### src/rtl/core/ehdc_pkg.sv
// Shared types, constants and small lookup functions for the date classifier.
// Used by every file under rtl/core except ehdc_if.sv; depends on nothing else.

package ehdc_pkg;

	// Reciprocal constants for division by fixed divisors (multiply, then shift).
	localparam logic [15:0] RECIP_100 = 16'd5243;
	localparam int unsigned SH_100    = 19;
	localparam logic [15:0] RECIP_19  = 16'd27595;
	localparam int unsigned SH_19     = 19;
	localparam logic [15:0] RECIP_7   = 16'd37450;
	localparam int unsigned SH_7      = 18;
	localparam logic [15:0] RECIP_25  = 16'd1311;
	localparam int unsigned SH_25     = 15;

	// Holiday codes.
	localparam logic [2:0] HOL_NONE       = 3'd0;
	localparam logic [2:0] HOL_EASTER     = 3'd1;
	localparam logic [2:0] HOL_GOOD_FRI   = 3'd2;
	localparam logic [2:0] HOL_ASCENSION  = 3'd3;
	localparam logic [2:0] HOL_WHIT_MON   = 3'd4;
	localparam logic [2:0] HOL_EASTER_MON = 3'd5;
	localparam logic [2:0] HOL_FIXED      = 3'd6;

	// Bit M set when (11*M + 11) mod 30 < 19, for epact M in 0..29.
	localparam logic [29:0] EPACT_LOW_MASK = 30'b10101_10110_10110_11011_01011_01101;

	// Year decomposition handed from the front stages to the back stages.
	typedef struct packed {
		logic [4:0]  day;
		logic [3:0]  mon;
		logic [13:0] year;
		logic [7:0]  cent;   // year / 100
		logic [4:0]  gold;   // year mod 19
		logic [2:0]  rem7;   // year mod 7
		logic [15:0] wsum;   // weekday sum before reduction mod 7
	} split_t;

	// Remainder mod 7 by reciprocal; exact for x below 43690.
	function automatic logic [2:0] mod7(input logic [15:0] x);
		logic [31:0] prod;
		logic [15:0] quo;
		logic [15:0] rem;
		prod = 32'(x) * 32'(RECIP_7);
		quo  = 16'(prod >> SH_7);
		rem  = x - quo * 16'd7;
		return rem[2:0];
	endfunction

	// Remainder mod 7 by compare and subtract; exact for x below 35.
	function automatic logic [2:0] mod7_small(input logic [5:0] x);
		logic [5:0] r;
		if (x >= 6'd28) begin
			r = x - 6'd28;
		end else if (x >= 6'd21) begin
			r = x - 6'd21;
		end else if (x >= 6'd14) begin
			r = x - 6'd14;
		end else if (x >= 6'd7) begin
			r = x - 6'd7;
		end else begin
			r = x;
		end
		return r[2:0];
	endfunction

	// (19 * a) mod 30 for a in 0..18.
	function automatic logic [4:0] gold19(input logic [4:0] a);
		logic [4:0] r;
		case (a)
			5'd0:    r = 5'd0;
			5'd1:    r = 5'd19;
			5'd2:    r = 5'd8;
			5'd3:    r = 5'd27;
			5'd4:    r = 5'd16;
			5'd5:    r = 5'd5;
			5'd6:    r = 5'd24;
			5'd7:    r = 5'd13;
			5'd8:    r = 5'd2;
			5'd9:    r = 5'd21;
			5'd10:   r = 5'd10;
			5'd11:   r = 5'd29;
			5'd12:   r = 5'd18;
			5'd13:   r = 5'd7;
			5'd14:   r = 5'd26;
			5'd15:   r = 5'd15;
			5'd16:   r = 5'd4;
			5'd17:   r = 5'd23;
			5'd18:   r = 5'd12;
			default: r = 5'd0;
		endcase
		return r;
	endfunction

	// Month term of the weekday sum: (31 * shifted month) / 12.
	function automatic logic [5:0] month_term(input logic [3:0] m);
		logic [5:0] r;
		case (m)
			4'd0:    r = 6'd25;
			4'd1:    r = 6'd28;
			4'd2:    r = 6'd31;
			4'd3:    r = 6'd2;
			4'd4:    r = 6'd5;
			4'd5:    r = 6'd7;
			4'd6:    r = 6'd10;
			4'd7:    r = 6'd12;
			4'd8:    r = 6'd15;
			4'd9:    r = 6'd18;
			4'd10:   r = 6'd20;
			4'd11:   r = 6'd23;
			4'd12:   r = 6'd25;
			4'd13:   r = 6'd28;
			4'd14:   r = 6'd31;
			default: r = 6'd33;
		endcase
		return r;
	endfunction

	// Days in the month; zero for a month number outside 1..12.
	function automatic logic [4:0] month_days(input logic [3:0] m, input logic leap);
		logic [4:0] r;
		case (m)
			4'd1, 4'd3, 4'd5, 4'd7, 4'd8, 4'd10, 4'd12: r = 5'd31;
			4'd4, 4'd6, 4'd9, 4'd11:                    r = 5'd30;
			4'd2:    r = leap ? 5'd29 : 5'd28;
			default: r = 5'd0;
		endcase
		return r;
	endfunction

	// Day index of day 0 of March..June, March 1 counting as 1.
	function automatic logic [6:0] spring_base(input logic [3:0] m);
		logic [6:0] r;
		case (m)
			4'd4:    r = 7'd31;
			4'd5:    r = 7'd61;
			4'd6:    r = 7'd92;
			default: r = 7'd0;
		endcase
		return r;
	endfunction

	// Fixed public holidays.
	function automatic logic fixed_holiday(input logic [3:0] m, input logic [4:0] d);
		return (m == 4'd1  && d == 5'd1)  || (m == 4'd3  && d == 5'd1)  ||
		       (m == 4'd3  && d == 5'd8)  || (m == 4'd7  && d == 5'd14) ||
		       (m == 4'd8  && d == 5'd15) || (m == 4'd11 && d == 5'd1)  ||
		       (m == 4'd11 && d == 5'd11) || (m == 4'd12 && d == 5'd25) ||
		       (m == 4'd12 && d == 5'd26);
	endfunction

endpackage

### src/rtl/core/ehdc_if.sv
// Channel interfaces of the date classifier: date input and classification result.
// Depends on nothing; widths follow the field list of the block.

interface ehdc_date_if;
	logic        valid;
	logic        ready;
	logic [4:0]  day_of_month;
	logic [3:0]  month_number;
	logic [13:0] year_number;

	modport source (output valid, output day_of_month, output month_number,
		output year_number, input ready);
	modport sink (input valid, input day_of_month, input month_number,
		input year_number, output ready);
endinterface

interface ehdc_result_if;
	logic       valid;
	logic       ready;
	logic [2:0] weekday;
	logic       weekend;
	logic       leap_year;
	logic [4:0] month_length;
	logic [2:0] easter_month;
	logic [4:0] easter_day;
	logic [2:0] holiday_code;

	modport source (output valid, output weekday, output weekend, output leap_year,
		output month_length, output easter_month, output easter_day,
		output holiday_code, input ready);
	modport sink (input valid, input weekday, input weekend, input leap_year,
		input month_length, input easter_month, input easter_day,
		input holiday_code, output ready);
endinterface

### src/rtl/core/easter_holiday_date_classifier.sv
// Top level of the Gregorian date classifier with Easter-based holidays.
// Depends on ehdc_pkg, ehdc_if, ehdc_year_split and ehdc_easter_core.
//
// Usage:
//   dates   - sink channel; one transaction carries day_of_month, month_number
//             and year_number of one Gregorian date.
//   results - source channel; one transaction per date with weekday, weekend,
//             leap_year, month_length, easter_month, easter_day, holiday_code.
//   A transaction completes at a rising edge of clk with valid and ready high.
//
// A taken date moves through the input register, year decomposition, epact stage
// and result register, in that order, before its result is offered.
// Throughput: one date per cycle while results are taken, set by the four-stage
// register pipeline; each stage advances when the next has room, so a date is
// taken while a finished result still waits at the output and a stage is free.
// Stall: when results.ready is low the pipeline fills up; dates.ready drops
// only once all four stages hold a transaction. Nothing is lost or repeated.
// Reset: arst_n clears all stage valid bits; stage data registers are not reset.

module easter_holiday_date_classifier (
	input  logic          clk,
	input  logic          arst_n,
	ehdc_date_if.sink     dates,
	ehdc_result_if.source results
);

	ehdc_pkg::split_t split;
	logic             split_valid;
	logic             split_ready;

	ehdc_year_split u_split (
		.clk         (clk),
		.arst_n      (arst_n),
		.dates       (dates),
		.split       (split),
		.split_valid (split_valid),
		.split_ready (split_ready)
	);

	ehdc_easter_core u_core (
		.clk         (clk),
		.arst_n      (arst_n),
		.split       (split),
		.split_valid (split_valid),
		.split_ready (split_ready),
		.results     (results)
	);

endmodule

### src/rtl/core/ehdc_year_split.sv
// Front half of the classifier: input register and year decomposition stage.
// Depends on ehdc_pkg and ehdc_date_if.

module ehdc_year_split (
	input  logic            clk,
	input  logic            arst_n,
	ehdc_date_if.sink       dates,
	output ehdc_pkg::split_t split,
	output logic            split_valid,
	input  logic            split_ready
);

	logic             v_s1;
	logic             v_s2;
	logic [4:0]       day_s1;
	logic [3:0]       mon_s1;
	logic [13:0]      year_s1;
	ehdc_pkg::split_t split_s2;
	ehdc_pkg::split_t split_d;
	logic             load_s1;
	logic             load_s2;

	logic        early;
	logic [15:0] yy;
	logic [31:0] prod_cy;
	logic [31:0] prod_c;
	logic [31:0] prod_g;
	logic [7:0]  cent_yy;
	logic [9:0]  gq;

	// Advance a stage when it is empty or its content moves on.
	assign load_s2     = !v_s2 || split_ready;
	assign load_s1     = !v_s1 || load_s2;
	assign dates.ready = load_s1;

	always_ff @(posedge clk or negedge arst_n) begin
		if (!arst_n) begin
			v_s1 <= 1'b0;
			v_s2 <= 1'b0;
		end else begin
			if (load_s1) begin
				v_s1 <= dates.valid;
			end
			if (load_s2) begin
				v_s2 <= v_s1;
			end
		end
	end

	// Capture the date transaction.
	always_ff @(posedge clk) begin
		if (load_s1 && dates.valid) begin
			day_s1  <= dates.day_of_month;
			mon_s1  <= dates.month_number;
			year_s1 <= dates.year_number;
		end
	end

	// Split the year: centuries, golden number, mod 7, and the weekday sum.
	always_comb begin
		early   = (mon_s1 <= 4'd2);
		yy      = 16'(year_s1) + 16'd400 - 16'(early);
		prod_cy = 32'(yy) * 32'(ehdc_pkg::RECIP_100);
		cent_yy = 8'(prod_cy >> ehdc_pkg::SH_100);
		prod_c  = 32'(year_s1) * 32'(ehdc_pkg::RECIP_100);
		prod_g  = 32'(year_s1) * 32'(ehdc_pkg::RECIP_19);
		gq      = 10'(prod_g >> ehdc_pkg::SH_19);

		split_d.day  = day_s1;
		split_d.mon  = mon_s1;
		split_d.year = year_s1;
		split_d.cent = 8'(prod_c >> ehdc_pkg::SH_100);
		split_d.gold = 5'(year_s1 - 14'(gq) * 14'd19);
		split_d.rem7 = ehdc_pkg::mod7(16'(year_s1));
		split_d.wsum = 16'(day_s1) + yy + (yy >> 2) - 16'(cent_yy) + 16'(cent_yy >> 2)
			+ 16'(ehdc_pkg::month_term(mon_s1));
	end

	always_ff @(posedge clk) begin
		if (load_s2 && v_s1) begin
			split_s2 <= split_d;
		end
	end

	assign split       = split_s2;
	assign split_valid = v_s2;

	// Decomposed remainders stay in range.
	a_split_range: assert property (@(posedge clk) disable iff (!arst_n)
		v_s2 |-> (split_s2.gold < 5'd19) && (split_s2.rem7 < 3'd7) && (split_s2.cent <= 8'd163))
		else $error("year decomposition out of range");

	// A stalled pipeline keeps both stages and the handed-over content.
	a_split_hold: assert property (@(posedge clk) disable iff (!arst_n)
		(v_s1 && v_s2 && !split_ready) |=> (v_s1 && v_s2 && $stable(split_s2)))
		else $error("front stage lost content under stall");

	// The input side stays closed only while both stages are full.
	a_split_ready: assert property (@(posedge clk) disable iff (!arst_n)
		!dates.ready |-> (v_s1 && v_s2 && !split_ready))
		else $error("input refused with room in the front stages");

endmodule

### src/rtl/core/ehdc_easter_core.sv
// Back half of the classifier: Gauss epact stage and the result register.
// Depends on ehdc_pkg and ehdc_result_if.

module ehdc_easter_core (
	input  logic             clk,
	input  logic             arst_n,
	input  ehdc_pkg::split_t split,
	input  logic             split_valid,
	output logic             split_ready,
	ehdc_result_if.source    results
);

	logic       v_s3;
	logic       v_s4;
	logic       load_s3;
	logic       load_s4;

	logic [4:0] day_s3;
	logic [3:0] mon_s3;
	logic       leap_s3;
	logic [4:0] epact_s3;
	logic [2:0] nfix_s3;
	logic [2:0] kbc_s3;
	logic [4:0] gold_s3;
	logic [2:0] wd_s3;

	// Stage 3 logic.
	logic [7:0]  pq;
	logic [10:0] qx;
	logic [31:0] prod_q;
	logic [5:0]  qv;
	logic [7:0]  mraw;
	logic [4:0]  m30;
	logic [13:0] rem100;
	logic        z100;
	logic        leap_d;

	// Stage 4 logic.
	logic [5:0] dsum;
	logic [4:0] dd;
	logic [2:0] dr;
	logic [2:0] negd;
	logic [2:0] ee;
	logic [5:0] ei;
	logic [6:0] qi;
	logic [6:0] ei7;
	logic [4:0] len;
	logic       in_range;
	logic       spring;
	logic [2:0] hol;
	logic [2:0] wd_d;

	assign load_s4     = !v_s4 || results.ready;
	assign load_s3     = !v_s3 || load_s4;
	assign split_ready = load_s3;

	always_ff @(posedge clk or negedge arst_n) begin
		if (!arst_n) begin
			v_s3 <= 1'b0;
			v_s4 <= 1'b0;
		end else begin
			if (load_s3) begin
				v_s3 <= split_valid;
			end
			if (load_s4) begin
				v_s4 <= v_s3;
			end
		end
	end

	// Epact M, offset N, partial weekday term of Easter, leap flag, weekday.
	always_comb begin
		pq     = split.cent - (split.cent >> 2);
		qx     = 11'd13 + {split.cent, 3'b000};
		prod_q = 32'(qx) * 32'(ehdc_pkg::RECIP_25);
		qv     = 6'(prod_q >> ehdc_pkg::SH_25);
		mraw   = 8'd15 + pq - 8'(qv);
		if (mraw >= 8'd60) begin
			m30 = 5'(mraw - 8'd60);
		end else if (mraw >= 8'd30) begin
			m30 = 5'(mraw - 8'd30);
		end else begin
			m30 = 5'(mraw);
		end
		rem100 = split.year - 14'(split.cent) * 14'd100;
		z100   = (rem100 == 14'd0);
		leap_d = ((split.year[1:0] == 2'd0) && !z100) || (z100 && (split.cent[1:0] == 2'd0));
	end

	always_ff @(posedge clk) begin
		if (load_s3 && split_valid) begin
			day_s3   <= split.day;
			mon_s3   <= split.mon;
			leap_s3  <= leap_d;
			epact_s3 <= m30;
			nfix_s3  <= ehdc_pkg::mod7(16'(8'd4 + pq));
			kbc_s3   <= ehdc_pkg::mod7(16'({split.year[1:0], 1'b0}) + 16'({split.rem7, 2'b00}));
			gold_s3  <= split.gold;
			wd_s3    <= ehdc_pkg::mod7(split.wsum);
		end
	end

	// Easter Sunday as a day index from March 1, then the holiday search.
	always_comb begin
		dsum = 6'(ehdc_pkg::gold19(gold_s3)) + 6'(epact_s3);
		dd   = (dsum >= 6'd30) ? 5'(dsum - 6'd30) : 5'(dsum);
		dr   = ehdc_pkg::mod7_small(6'(dd));
		negd = (dr == 3'd0) ? 3'd0 : 3'd7 - dr;
		ee   = ehdc_pkg::mod7_small(6'(kbc_s3) + 6'(nfix_s3) + 6'(negd));

		// Gauss corner cases: late epact pushes Easter back one week.
		if (dd == 5'd29 && ee == 3'd6) begin
			ei = 6'd50;
		end else if (dd == 5'd28 && ee == 3'd6 && ehdc_pkg::EPACT_LOW_MASK[epact_s3]) begin
			ei = 6'd49;
		end else begin
			ei = 6'd22 + 6'(dd) + 6'(ee);
		end

		len      = ehdc_pkg::month_days(mon_s3, leap_s3);
		in_range = (len != 5'd0) && (day_s3 != 5'd0) && (day_s3 <= len);
		spring   = (mon_s3 >= 4'd3) && (mon_s3 <= 4'd6);
		qi       = ehdc_pkg::spring_base(mon_s3) + 7'(day_s3);
		ei7      = 7'(ei);

		hol = ehdc_pkg::HOL_NONE;
		if (in_range) begin
			if (spring) begin
				if (qi == ei7) begin
					hol = ehdc_pkg::HOL_EASTER;
				end else if (qi + 7'd2 == ei7) begin
					hol = ehdc_pkg::HOL_GOOD_FRI;
				end else if (qi == ei7 + 7'd39) begin
					hol = ehdc_pkg::HOL_ASCENSION;
				end else if (qi == ei7 + 7'd50) begin
					hol = ehdc_pkg::HOL_WHIT_MON;
				end else if (qi == ei7 + 7'd1) begin
					hol = ehdc_pkg::HOL_EASTER_MON;
				end
			end
			if (hol == ehdc_pkg::HOL_NONE && ehdc_pkg::fixed_holiday(mon_s3, day_s3)) begin
				hol = ehdc_pkg::HOL_FIXED;
			end
		end
		wd_d = wd_s3;
	end

	// Result register.
	always_ff @(posedge clk) begin
		if (load_s4 && v_s3) begin
			results.weekday      <= wd_d;
			results.weekend      <= (wd_d == 3'd0) || (wd_d == 3'd6);
			results.leap_year    <= leap_s3;
			results.month_length <= len;
			results.easter_month <= (ei > 6'd31) ? 3'd4 : 3'd3;
			results.easter_day   <= (ei > 6'd31) ? 5'(ei - 6'd31) : 5'(ei);
			results.holiday_code <= hol;
		end
	end

	assign results.valid = v_s4;

	// Easter falls between March 22 and April 25.
	a_easter_window: assert property (@(posedge clk) disable iff (!arst_n)
		results.valid |-> ((results.easter_month == 3'd3) && (results.easter_day >= 5'd22)) ||
			((results.easter_month == 3'd4) && (results.easter_day >= 5'd1) &&
			(results.easter_day <= 5'd25)))
		else $error("Easter date outside its window");

	// A holiday is only reported for a real month.
	a_holiday_month: assert property (@(posedge clk) disable iff (!arst_n)
		(results.valid && (results.holiday_code != ehdc_pkg::HOL_NONE)) |->
			(results.month_length != 5'd0))
		else $error("holiday reported for an invalid month");

	// Epact stage remainders stay reduced.
	a_epact_range: assert property (@(posedge clk) disable iff (!arst_n)
		v_s3 |-> (epact_s3 < 5'd30) && (nfix_s3 < 3'd7) && (kbc_s3 < 3'd7) && (wd_s3 < 3'd7))
		else $error("epact stage value not reduced");

	// A stalled receiver keeps both back stages occupied.
	a_back_hold: assert property (@(posedge clk) disable iff (!arst_n)
		(v_s3 && v_s4 && !results.ready) |=> (v_s3 && v_s4))
		else $error("back stage dropped content under stall");

endmodule

### src/flat_wrapper.sv
// flat-port wrapper written by rule: the top's interface ports become plain ports
module easter_holiday_date_classifier_flat 
  (clk, arst_n, dates_valid, dates_day_of_month, dates_month_number, dates_year_number, dates_ready, results_valid, results_weekday, results_weekend, results_leap_year, results_month_length, results_easter_month, results_easter_day, results_holiday_code, results_ready);
  ehdc_date_if dates_i ();
  ehdc_result_if results_i ();
  input  logic clk;
  input  logic arst_n;
  input wire logic [$bits(dates_i.valid)-1:0] dates_valid;
  input wire logic [$bits(dates_i.day_of_month)-1:0] dates_day_of_month;
  input wire logic [$bits(dates_i.month_number)-1:0] dates_month_number;
  input wire logic [$bits(dates_i.year_number)-1:0] dates_year_number;
  output wire logic [$bits(dates_i.ready)-1:0] dates_ready;
  output wire logic [$bits(results_i.valid)-1:0] results_valid;
  output wire logic [$bits(results_i.weekday)-1:0] results_weekday;
  output wire logic [$bits(results_i.weekend)-1:0] results_weekend;
  output wire logic [$bits(results_i.leap_year)-1:0] results_leap_year;
  output wire logic [$bits(results_i.month_length)-1:0] results_month_length;
  output wire logic [$bits(results_i.easter_month)-1:0] results_easter_month;
  output wire logic [$bits(results_i.easter_day)-1:0] results_easter_day;
  output wire logic [$bits(results_i.holiday_code)-1:0] results_holiday_code;
  input wire logic [$bits(results_i.ready)-1:0] results_ready;
  assign dates_i.valid = dates_valid;
  assign dates_i.day_of_month = dates_day_of_month;
  assign dates_i.month_number = dates_month_number;
  assign dates_i.year_number = dates_year_number;
  assign dates_ready = dates_i.ready;
  assign results_valid = results_i.valid;
  assign results_weekday = results_i.weekday;
  assign results_weekend = results_i.weekend;
  assign results_leap_year = results_i.leap_year;
  assign results_month_length = results_i.month_length;
  assign results_easter_month = results_i.easter_month;
  assign results_easter_day = results_i.easter_day;
  assign results_holiday_code = results_i.holiday_code;
  assign results_i.ready = results_ready;
  easter_holiday_date_classifier u_core (.clk(clk), .arst_n(arst_n), .dates(dates_i), .results(results_i));
endmodule
### config.mk
export PLATFORM = sky130hd
export DESIGN_NAME = easter_holiday_date_classifier_flat
export DESIGN_NICKNAME = d
export VERILOG_FILES = /design/src/rtl/core/ehdc_pkg.sv /design/src/rtl/core/ehdc_if.sv /design/src/rtl/core/easter_holiday_date_classifier.sv /design/src/rtl/core/ehdc_year_split.sv /design/src/rtl/core/ehdc_easter_core.sv /design/src/flat_wrapper.sv
export SDC_FILE = /design/constraint.sdc
export NUM_CORES = 1
export LEC_CHECK = 0
export CORE_ASPECT_RATIO = 0.7
export CORE_MARGIN = 1.5
export CORE_UTILIZATION = 48
export CTS_CLUSTER_DIAMETER = 120
export DETAILED_ROUTE_END_ITERATION = 16
export DONT_BUFFER_PORTS = 1
export PLACE_DENSITY = 0.64
export SLEW_MARGIN = 20
export SYNTH_ARGS = -nofsm -noshare
export SYNTH_HDL_FRONTEND = slang
export SYNTH_SLANG_ARGS = --single-unit
### constraint.sdc
create_clock -name clk -period 12.15 [get_ports clk]
set_input_delay 2.43 -clock clk [delete_from_list [all_inputs] [get_ports clk]]
set_output_delay 2.43 -clock clk [all_outputs]
set_load 0.05 [all_outputs]
==> results_dict.tcl, run 1 <==
set metrics [dict create \
    yosysSeqAreaShare_pct 14.1 \
    nFillCells 5302 \
    cp_common_cell "fa_1" \
    drv_slew 0 \
    syn_nets 3927 \
    yosys_warnings 0 \
    die_h_um 208 \
    drt_iter0_markers 1186 \
    clock_sinks 141 \
    slew_headroom_pct 30.4 \
    hold_violations 0 \
    worst_path_largest_cell_delay_ps 570 \
    wirelength_mm 64.0 \
    antenna_found_initial 2 \
    hold_end "u_core.u_core.day_s3[3]" \
    hp-class "reg -> reg" \
    synthArstFlopShare_pct 2.84 \
    drt-wirelength-per-cell_um 17.2 \
    final_cell_mix "698 x ha_1, 680 x inv_1, 346 x fa_1, 149 x xnor2_1, 125 x edfxtp_1" \
    syn_area_um2 28900 \
    rows 75 \
    ys_types 92 \
    r2r_end "u_core.u_split.split[14]" \
    dr.pass1.iters 6 \
    ant_nets 0 \
    h-tree-depth 4 \
    whs_path_depth 0 \
    area_growth_pct 6.33 \
    die_area_um2 61800 \
    final_layout_size_suffix_gt1_share_pct 4.13 \
    place_area_um2 30100 \
    period_minus_slack_ps 11580 \
    post-route-period-util_pct 95.3 \
    critPathKind "reg -> reg" \
    tightest_slew_ps 1040 \
    synth_edf_count 125 \
    setup_viol 0 \
    io_pins 50 \
    cp.arrival_ps 11800 \
    insertion_delay_ps 470 \
    fp.dieW_um 297 \
    ff2ff_setup_slack_ps 570 \
    outcome "completed" \
    max-cap-violations 0 \
    grt_pass1_wl_mm 106 \
    crit_slowest_cell "fa_1" \
    cts.path.max_buffers 2 \
    ys.flop_type "edfxtp_1" \
    tns_ps 0 \
    start_util_pct 48.4 \
    clk_pin_slew_ps 70 \
    finalClockSkew_ps 19.3 \
    grt_max_degree 56 \
    hold_slack_ps 442 \
    cts_root_buf "clkbuf_16" \
    hpwl_mm 55.6 \
    gp_congestion 0.970 \
    rsz0062_at_grt "no" \
    final_common_cell "ha_1" \
    max_freq_ghz 0.0864 \
    start_kind "flip-flop" \
    via_count 19500 \
    worstPathRequired_ps 12370 \
    worstPathMaxFanout 4 \
    first_global_vias 20600 \
    r2r_cells 53 \
    hold_start "u_core.u_split.split[53]" \
    stdcell_area_um2 30800 \
    io_buffers 0 \
    via_per_inst 5.25 \
    grt_use_total_pct 21.8 \
    drc_errors 0 \
    hold_buffers 0 \
    overflow 0 \
    fin_util_pct 51.5 \
    core-area_um2 59800 \
    rr_startpoint "u_core.u_split.mon_s1[0]" \
    nets 3965 \
    cp-end-kind "flip-flop" \
    ys_ff_latch 141 \
    syn_inst 2855 \
    cts_tree "built" \
    numCtsBuffers 17 \
    avgSynthCellArea_um2 10.1 \
]
cell families (layout without fill, tap and decap cells):
| family | Yosys count | count (layout) | share of synthesized area, % |
|---|---|---|---|
| AOI/OAI and AO/OA | 400 | 400 | 9.55 |
| adders and majority gates | 1045 | 1045 | 54.1 |
| buffers and inverters | 701 | 752 | 9.17 |
| DFF | 141 | 141 | 14.1 |
| other | 0 | 2 | 0 |
| muxes | 22 | 22 | 0.826 |
| and+or+nand+nor | 344 | 344 | 5.94 |
| xor gates and xnor gates | 202 | 202 | 6.22 |
cell type report:
class                           count  area [um2]  share of cell area, %
Multi-Input combinational cell   2013       22300                   72.3
Clock inverter                     14         123                  0.398
Timing Repair Buffer               37         278                  0.903
Clock buffer                       18         439                   1.43
Tap cell                          808        1010                   3.28
Sequential cell                   141        4090                   13.3
Antenna cell                        2        5.00                 0.0163
Inverter                          683        2560                   8.33
sequential cells by signal (all words and copies together) (netlist names), 2 cells and up, named ones only:
register,count
u_core.u_split.split,55
u_core.u_split.year_s1,14
u_core.u_core.day_s3,5
u_core.u_core.epact_s3,5
u_core.u_core.gold_s3,5
u_core.u_core.results.easter_day,5
u_core.u_split.day_s1,5
u_core.u_core.mon_s3,4
u_core.u_split.mon_s1,4
u_core.u_core.kbc_s3,3
u_core.u_core.nfix_s3,3
u_core.u_core.results.holiday_code,3
u_core.u_core.results.month_length,3
u_core.u_core.results.weekday,3
u_core.u_core.wd_d,3
u_core.u_core.results.easter_month,2
Yosys cell counts, drive strengths merged, types with 7 or more instances:
cell | instances | share of area (%)
nand3 | 36 | 0.62
ha | 699 | 30
dfxtp | 12 | 0.83
o21a | 24 | 0.62
o31ai | 10 | 0.31
a211oi | 16 | 0.46
nor4 | 7 | 0.19
o21bai | 17 | 0.44
buf | 7 | 0.17
xor2 | 50 | 1.6
clkbuf | 11 | 0.14
or2 | 10 | 0.22
o21ai | 70 | 1.2
and3 | 13 | 0.28
fa | 346 | 24
nand4 | 12 | 0.26
nand2 | 70 | 0.91
nor2b | 15 | 0.32
edfxtp | 125 | 13
nand2b | 15 | 0.32
a21oi | 101 | 1.7
or3 | 9 | 0.19
mux2i | 16 | 0.55
o211ai | 13 | 0.35
xnor2 | 152 | 4.6
nor3 | 36 | 0.62
nor2 | 89 | 1.2
a21o | 52 | 1.3
o211a | 7 | 0.24
inv | 683 | 8.9
a31oi | 17 | 0.44
and2 | 11 | 0.24
what timing repair did:
item                                    4_1_cts  5_1_grt
setup buffers                                 0        1
endpoints found under the hold margin         0        0
endpoints found under the setup margin        1        8
pin swaps                                     0        5
resized for setup                             3       18
metrics by stage:
step	cells	setup WS (ps)
after floorplan	2855	668
after global placement	3681	403
after detailed placement	3681	6.29
after CTS	3713	129
after global routing	3714	6.49
final	3716	571
layer usage:
metal / wire length [um] / global-route usage (%)
met2: 27900 / 33.3
met3: 3780 / 4.17
met4: 697 / 3.69
met1: 31700 / 32.3
met5: 0 / 0
critical path, delay by kind of cell (launching register included):
| family | cells | cell delay (ps) |
|---|---|---|
| flip-flops | 1 | 420 |
| AND/OR/NAND/NOR | 8 | 890 |
| buffers and inverters | 7 | 470 |
| XOR/XNOR | 2 | 280 |
| AO/OA/AOI/OAI | 23 | 3990 |
| adder cells (fa/ha/maj) | 13 | 5270 |
how the worst max path moves through the flow:
stage,start,endpoint,cells past startpoint,slack (ps)
detailed placement,u_core.u_split.mon_s1[1],u_core.u_split.split[14],52,6
CTS,u_core.u_split.mon_s1[1],u_core.u_split.split[14],53,130
finish,u_core.u_split.mon_s1[0],u_core.u_split.split[14],53,570
floorplan,u_core.u_split.year_s1[0],u_core.u_split.split[14],51,670
global placement,u_core.u_split.mon_s1[1],u_core.u_split.split[14],50,400
global route,u_core.u_split.mon_s1[0],u_core.u_split.split[14],53,6
Power of run 1 is left out: the tool's default activity adds up to more than one toggle a clock period on the data nets, which glitch-free logic cannot reach.
==> run 2: changes to the inputs <==
--- a/config.mk
+++ b/config.mk
@@ -7,11 +7,11 @@
 export LEC_CHECK = 0
 export CORE_ASPECT_RATIO = 0.7
 export CORE_MARGIN = 1.5
-export CORE_UTILIZATION = 48
+export CORE_UTILIZATION = 43
 export CTS_CLUSTER_DIAMETER = 120
 export DETAILED_ROUTE_END_ITERATION = 16
 export DONT_BUFFER_PORTS = 1
-export PLACE_DENSITY = 0.64
+export PLACE_DENSITY = 0.59
 export SLEW_MARGIN = 20
 export SYNTH_ARGS = -nofsm -noshare
 export SYNTH_HDL_FRONTEND = slang
==> run 2 against run 1 <==
Against the previous run:
- utilization down 5.0 points
- cell area up 0.57%
- first-iteration DRC count down 15%
- critical path depth down 10
- critical path type unchanged
- critical endpoint is now u_core.u_core.results.holiday_code[1]
==> results_dict.tcl, run 2 (synthesis gave the netlist of run 1 again) <==
set metrics [dict create \
    die_area_um2 68900 \
    stdcell_area_um2 30900 \
    rr_startpoint "u_core.u_core.epact_s3[0]" \
    wirelength_mm 65.2 \
    antenna_found_initial 2 \
    max_freq_ghz 0.0878 \
    cp-end-kind "flip-flop" \
    n_antenna_cell 0 \
    slew_headroom_pct 28.1 \
    start_kind "flip-flop" \
    cp.arrival_ps 11570 \
    via_count 19600 \
    crit_slowest_cell "fa_1" \
    final_layout_size_suffix_gt1_share_pct 4.05 \
    r2r_end "u_core.u_core.results.holiday_code[1]" \
    core-area_um2 66500 \
    final_cell_mix "699 x ha_1, 682 x inv_1, 346 x fa_1, 149 x xnor2_1, 125 x edfxtp_1" \
    die_h_um 220 \
    hold_start "u_core.u_split.split[53]" \
    grt_max_degree 56 \
    top_usage_layer "met2" \
    cts.path.max_buffers 2 \
    ff2ff_setup_slack_ps 760 \
    nets 3970 \
    clock_sinks 141 \
    grt_pass1_wl_mm 108 \
    fp.dieW_um 313 \
    numCtsBuffers 17 \
    period_minus_slack_ps 11390 \
    clk_pin_slew_ps 70 \
    via_per_inst 5.15 \
    post-route-period-util_pct 93.7 \
    gp_congestion 0.933 \
    fin_util_pct 46.5 \
    outcome "completed" \
    start_util_pct 43.5 \
    postCtsSetupBuffers 0 \
    hp-class "reg -> reg" \
    worstPathMaxFanout 6 \
    use_met2_pct 31.3 \
    use_met1_pct 28.7 \
    finalClockSkew_ps 14.3 \
    insertion_delay_ps 460 \
    hold_violations 0 \
    largest_reg_flops 55 \
    io_pins 50 \
    nFillCells 6169 \
    final_common_cell "ha_1" \
    worstPathRequired_ps 12340 \
    grt_use_total_pct 19.8 \
    critical_path.top_delay_family "compound AO/OA/AOI/OAI gates" \
    max-cap-violations 0 \
    hpwl_mm 56.4 \
    tightest_slew_ps 1070 \
    cts_root_buf "clkbuf_16" \
    cts_tree "built" \
    drt-wirelength-per-cell_um 17.1 \
    drc_errors 0 \
    place_area_um2 30300 \
    rows 79 \
    setup_viol 0 \
    h-tree-depth 4 \
    whs_path_depth 0 \
    io_buffers 0 \
    drv_slew 0 \
    rsz0062_at_grt "yes" \
    r2r_cells 43 \
    ant_nets 0 \
    dr.pass1.iters 5 \
    crit_buf_inv 6 \
    area_growth_pct 6.93 \
    overflow 0 \
    hold_end "u_core.u_core.day_s3[3]" \
    worst_path_largest_cell_delay_ps 620 \
    critPathKind "reg -> reg" \
    cp_common_cell "ha_1" \
    first_global_vias 20600 \
    drt_iter0_markers 1011 \
    grtUsageMet3_pct 3.44 \
]
run 2: cell types whose count changed in the layout (fill, tap and decap cells not counted), moves of 2 or more:
cell and change:
a21oi_2 -2, clkinv_4 -2, a21oi_1 +2, inv_2 -2, inv_1 +2, bufinv_16 +2
diode_2 -2, buf_4 +5
run 2: what timing repair did:
action                     in CTS  in global routing
setup endpoints to repair       0                  7
hold buffers                    0                  0
gates resized for setup         0                 14
run 2: through the flow:
| step | instances | setup TNS [ps] | hold slack [ps] | worst slack, ps |
|---|---|---|---|---|
| floorplan | 2855 | 0 | 400 | 668 |
| global placement | 3770 | 0 | 407 | 576 |
| detailed placement | 3770 | 0 | 409 | 409 |
| CTS | 3802 | 0 | 424 | 380 |
| global route | 3802 | -98.5 | 432 | -50.3 |
| finish | 3802 | 0 | 421 | 765 |
run 2: worst max path at each step:
stage / start / endpoint / slack [ps] / cells after the start
2_1_floorplan: u_core.u_split.year_s1[0] / u_core.u_split.split[14] / 670 / 51
3_3_place_gp: u_core.u_split.mon_s1[1] / u_core.u_split.split[14] / 580 / 52
3_5_place_dp: u_core.u_split.mon_s1[1] / u_core.u_split.split[14] / 410 / 54
4_1_cts: u_core.u_split.mon_s1[1] / u_core.u_split.split[14] / 380 / 54
5_1_grt: u_core.u_split.mon_s1[1] / u_core.u_split.split[15] / -50 / 53
6_report: u_core.u_core.epact_s3[0] / u_core.u_core.results.holiday_code[1] / 760 / 43
run 2: layout make-up:
cell class	count	area (um2)	area share, %
inverter	683	2560	8.28
clock inverter	15	190	0.614
timing repair buffer	42	315	1.02
tap	891	1110	3.60
sequential	141	4090	13.2
clock buffer	17	425	1.37
multi-input combinational	2013	22200	71.9
run 2: routing by layer:
metal  up-vias  part of all wire, %  wire [um]
li1       9543                    -          -
met1      9658                   51      33000
met2       344                   44      28500
met3        48                  4.7       3060
met4         2                 0.95        619
met5         -                0.012          8
Power of run 2 is left out for the same reason.
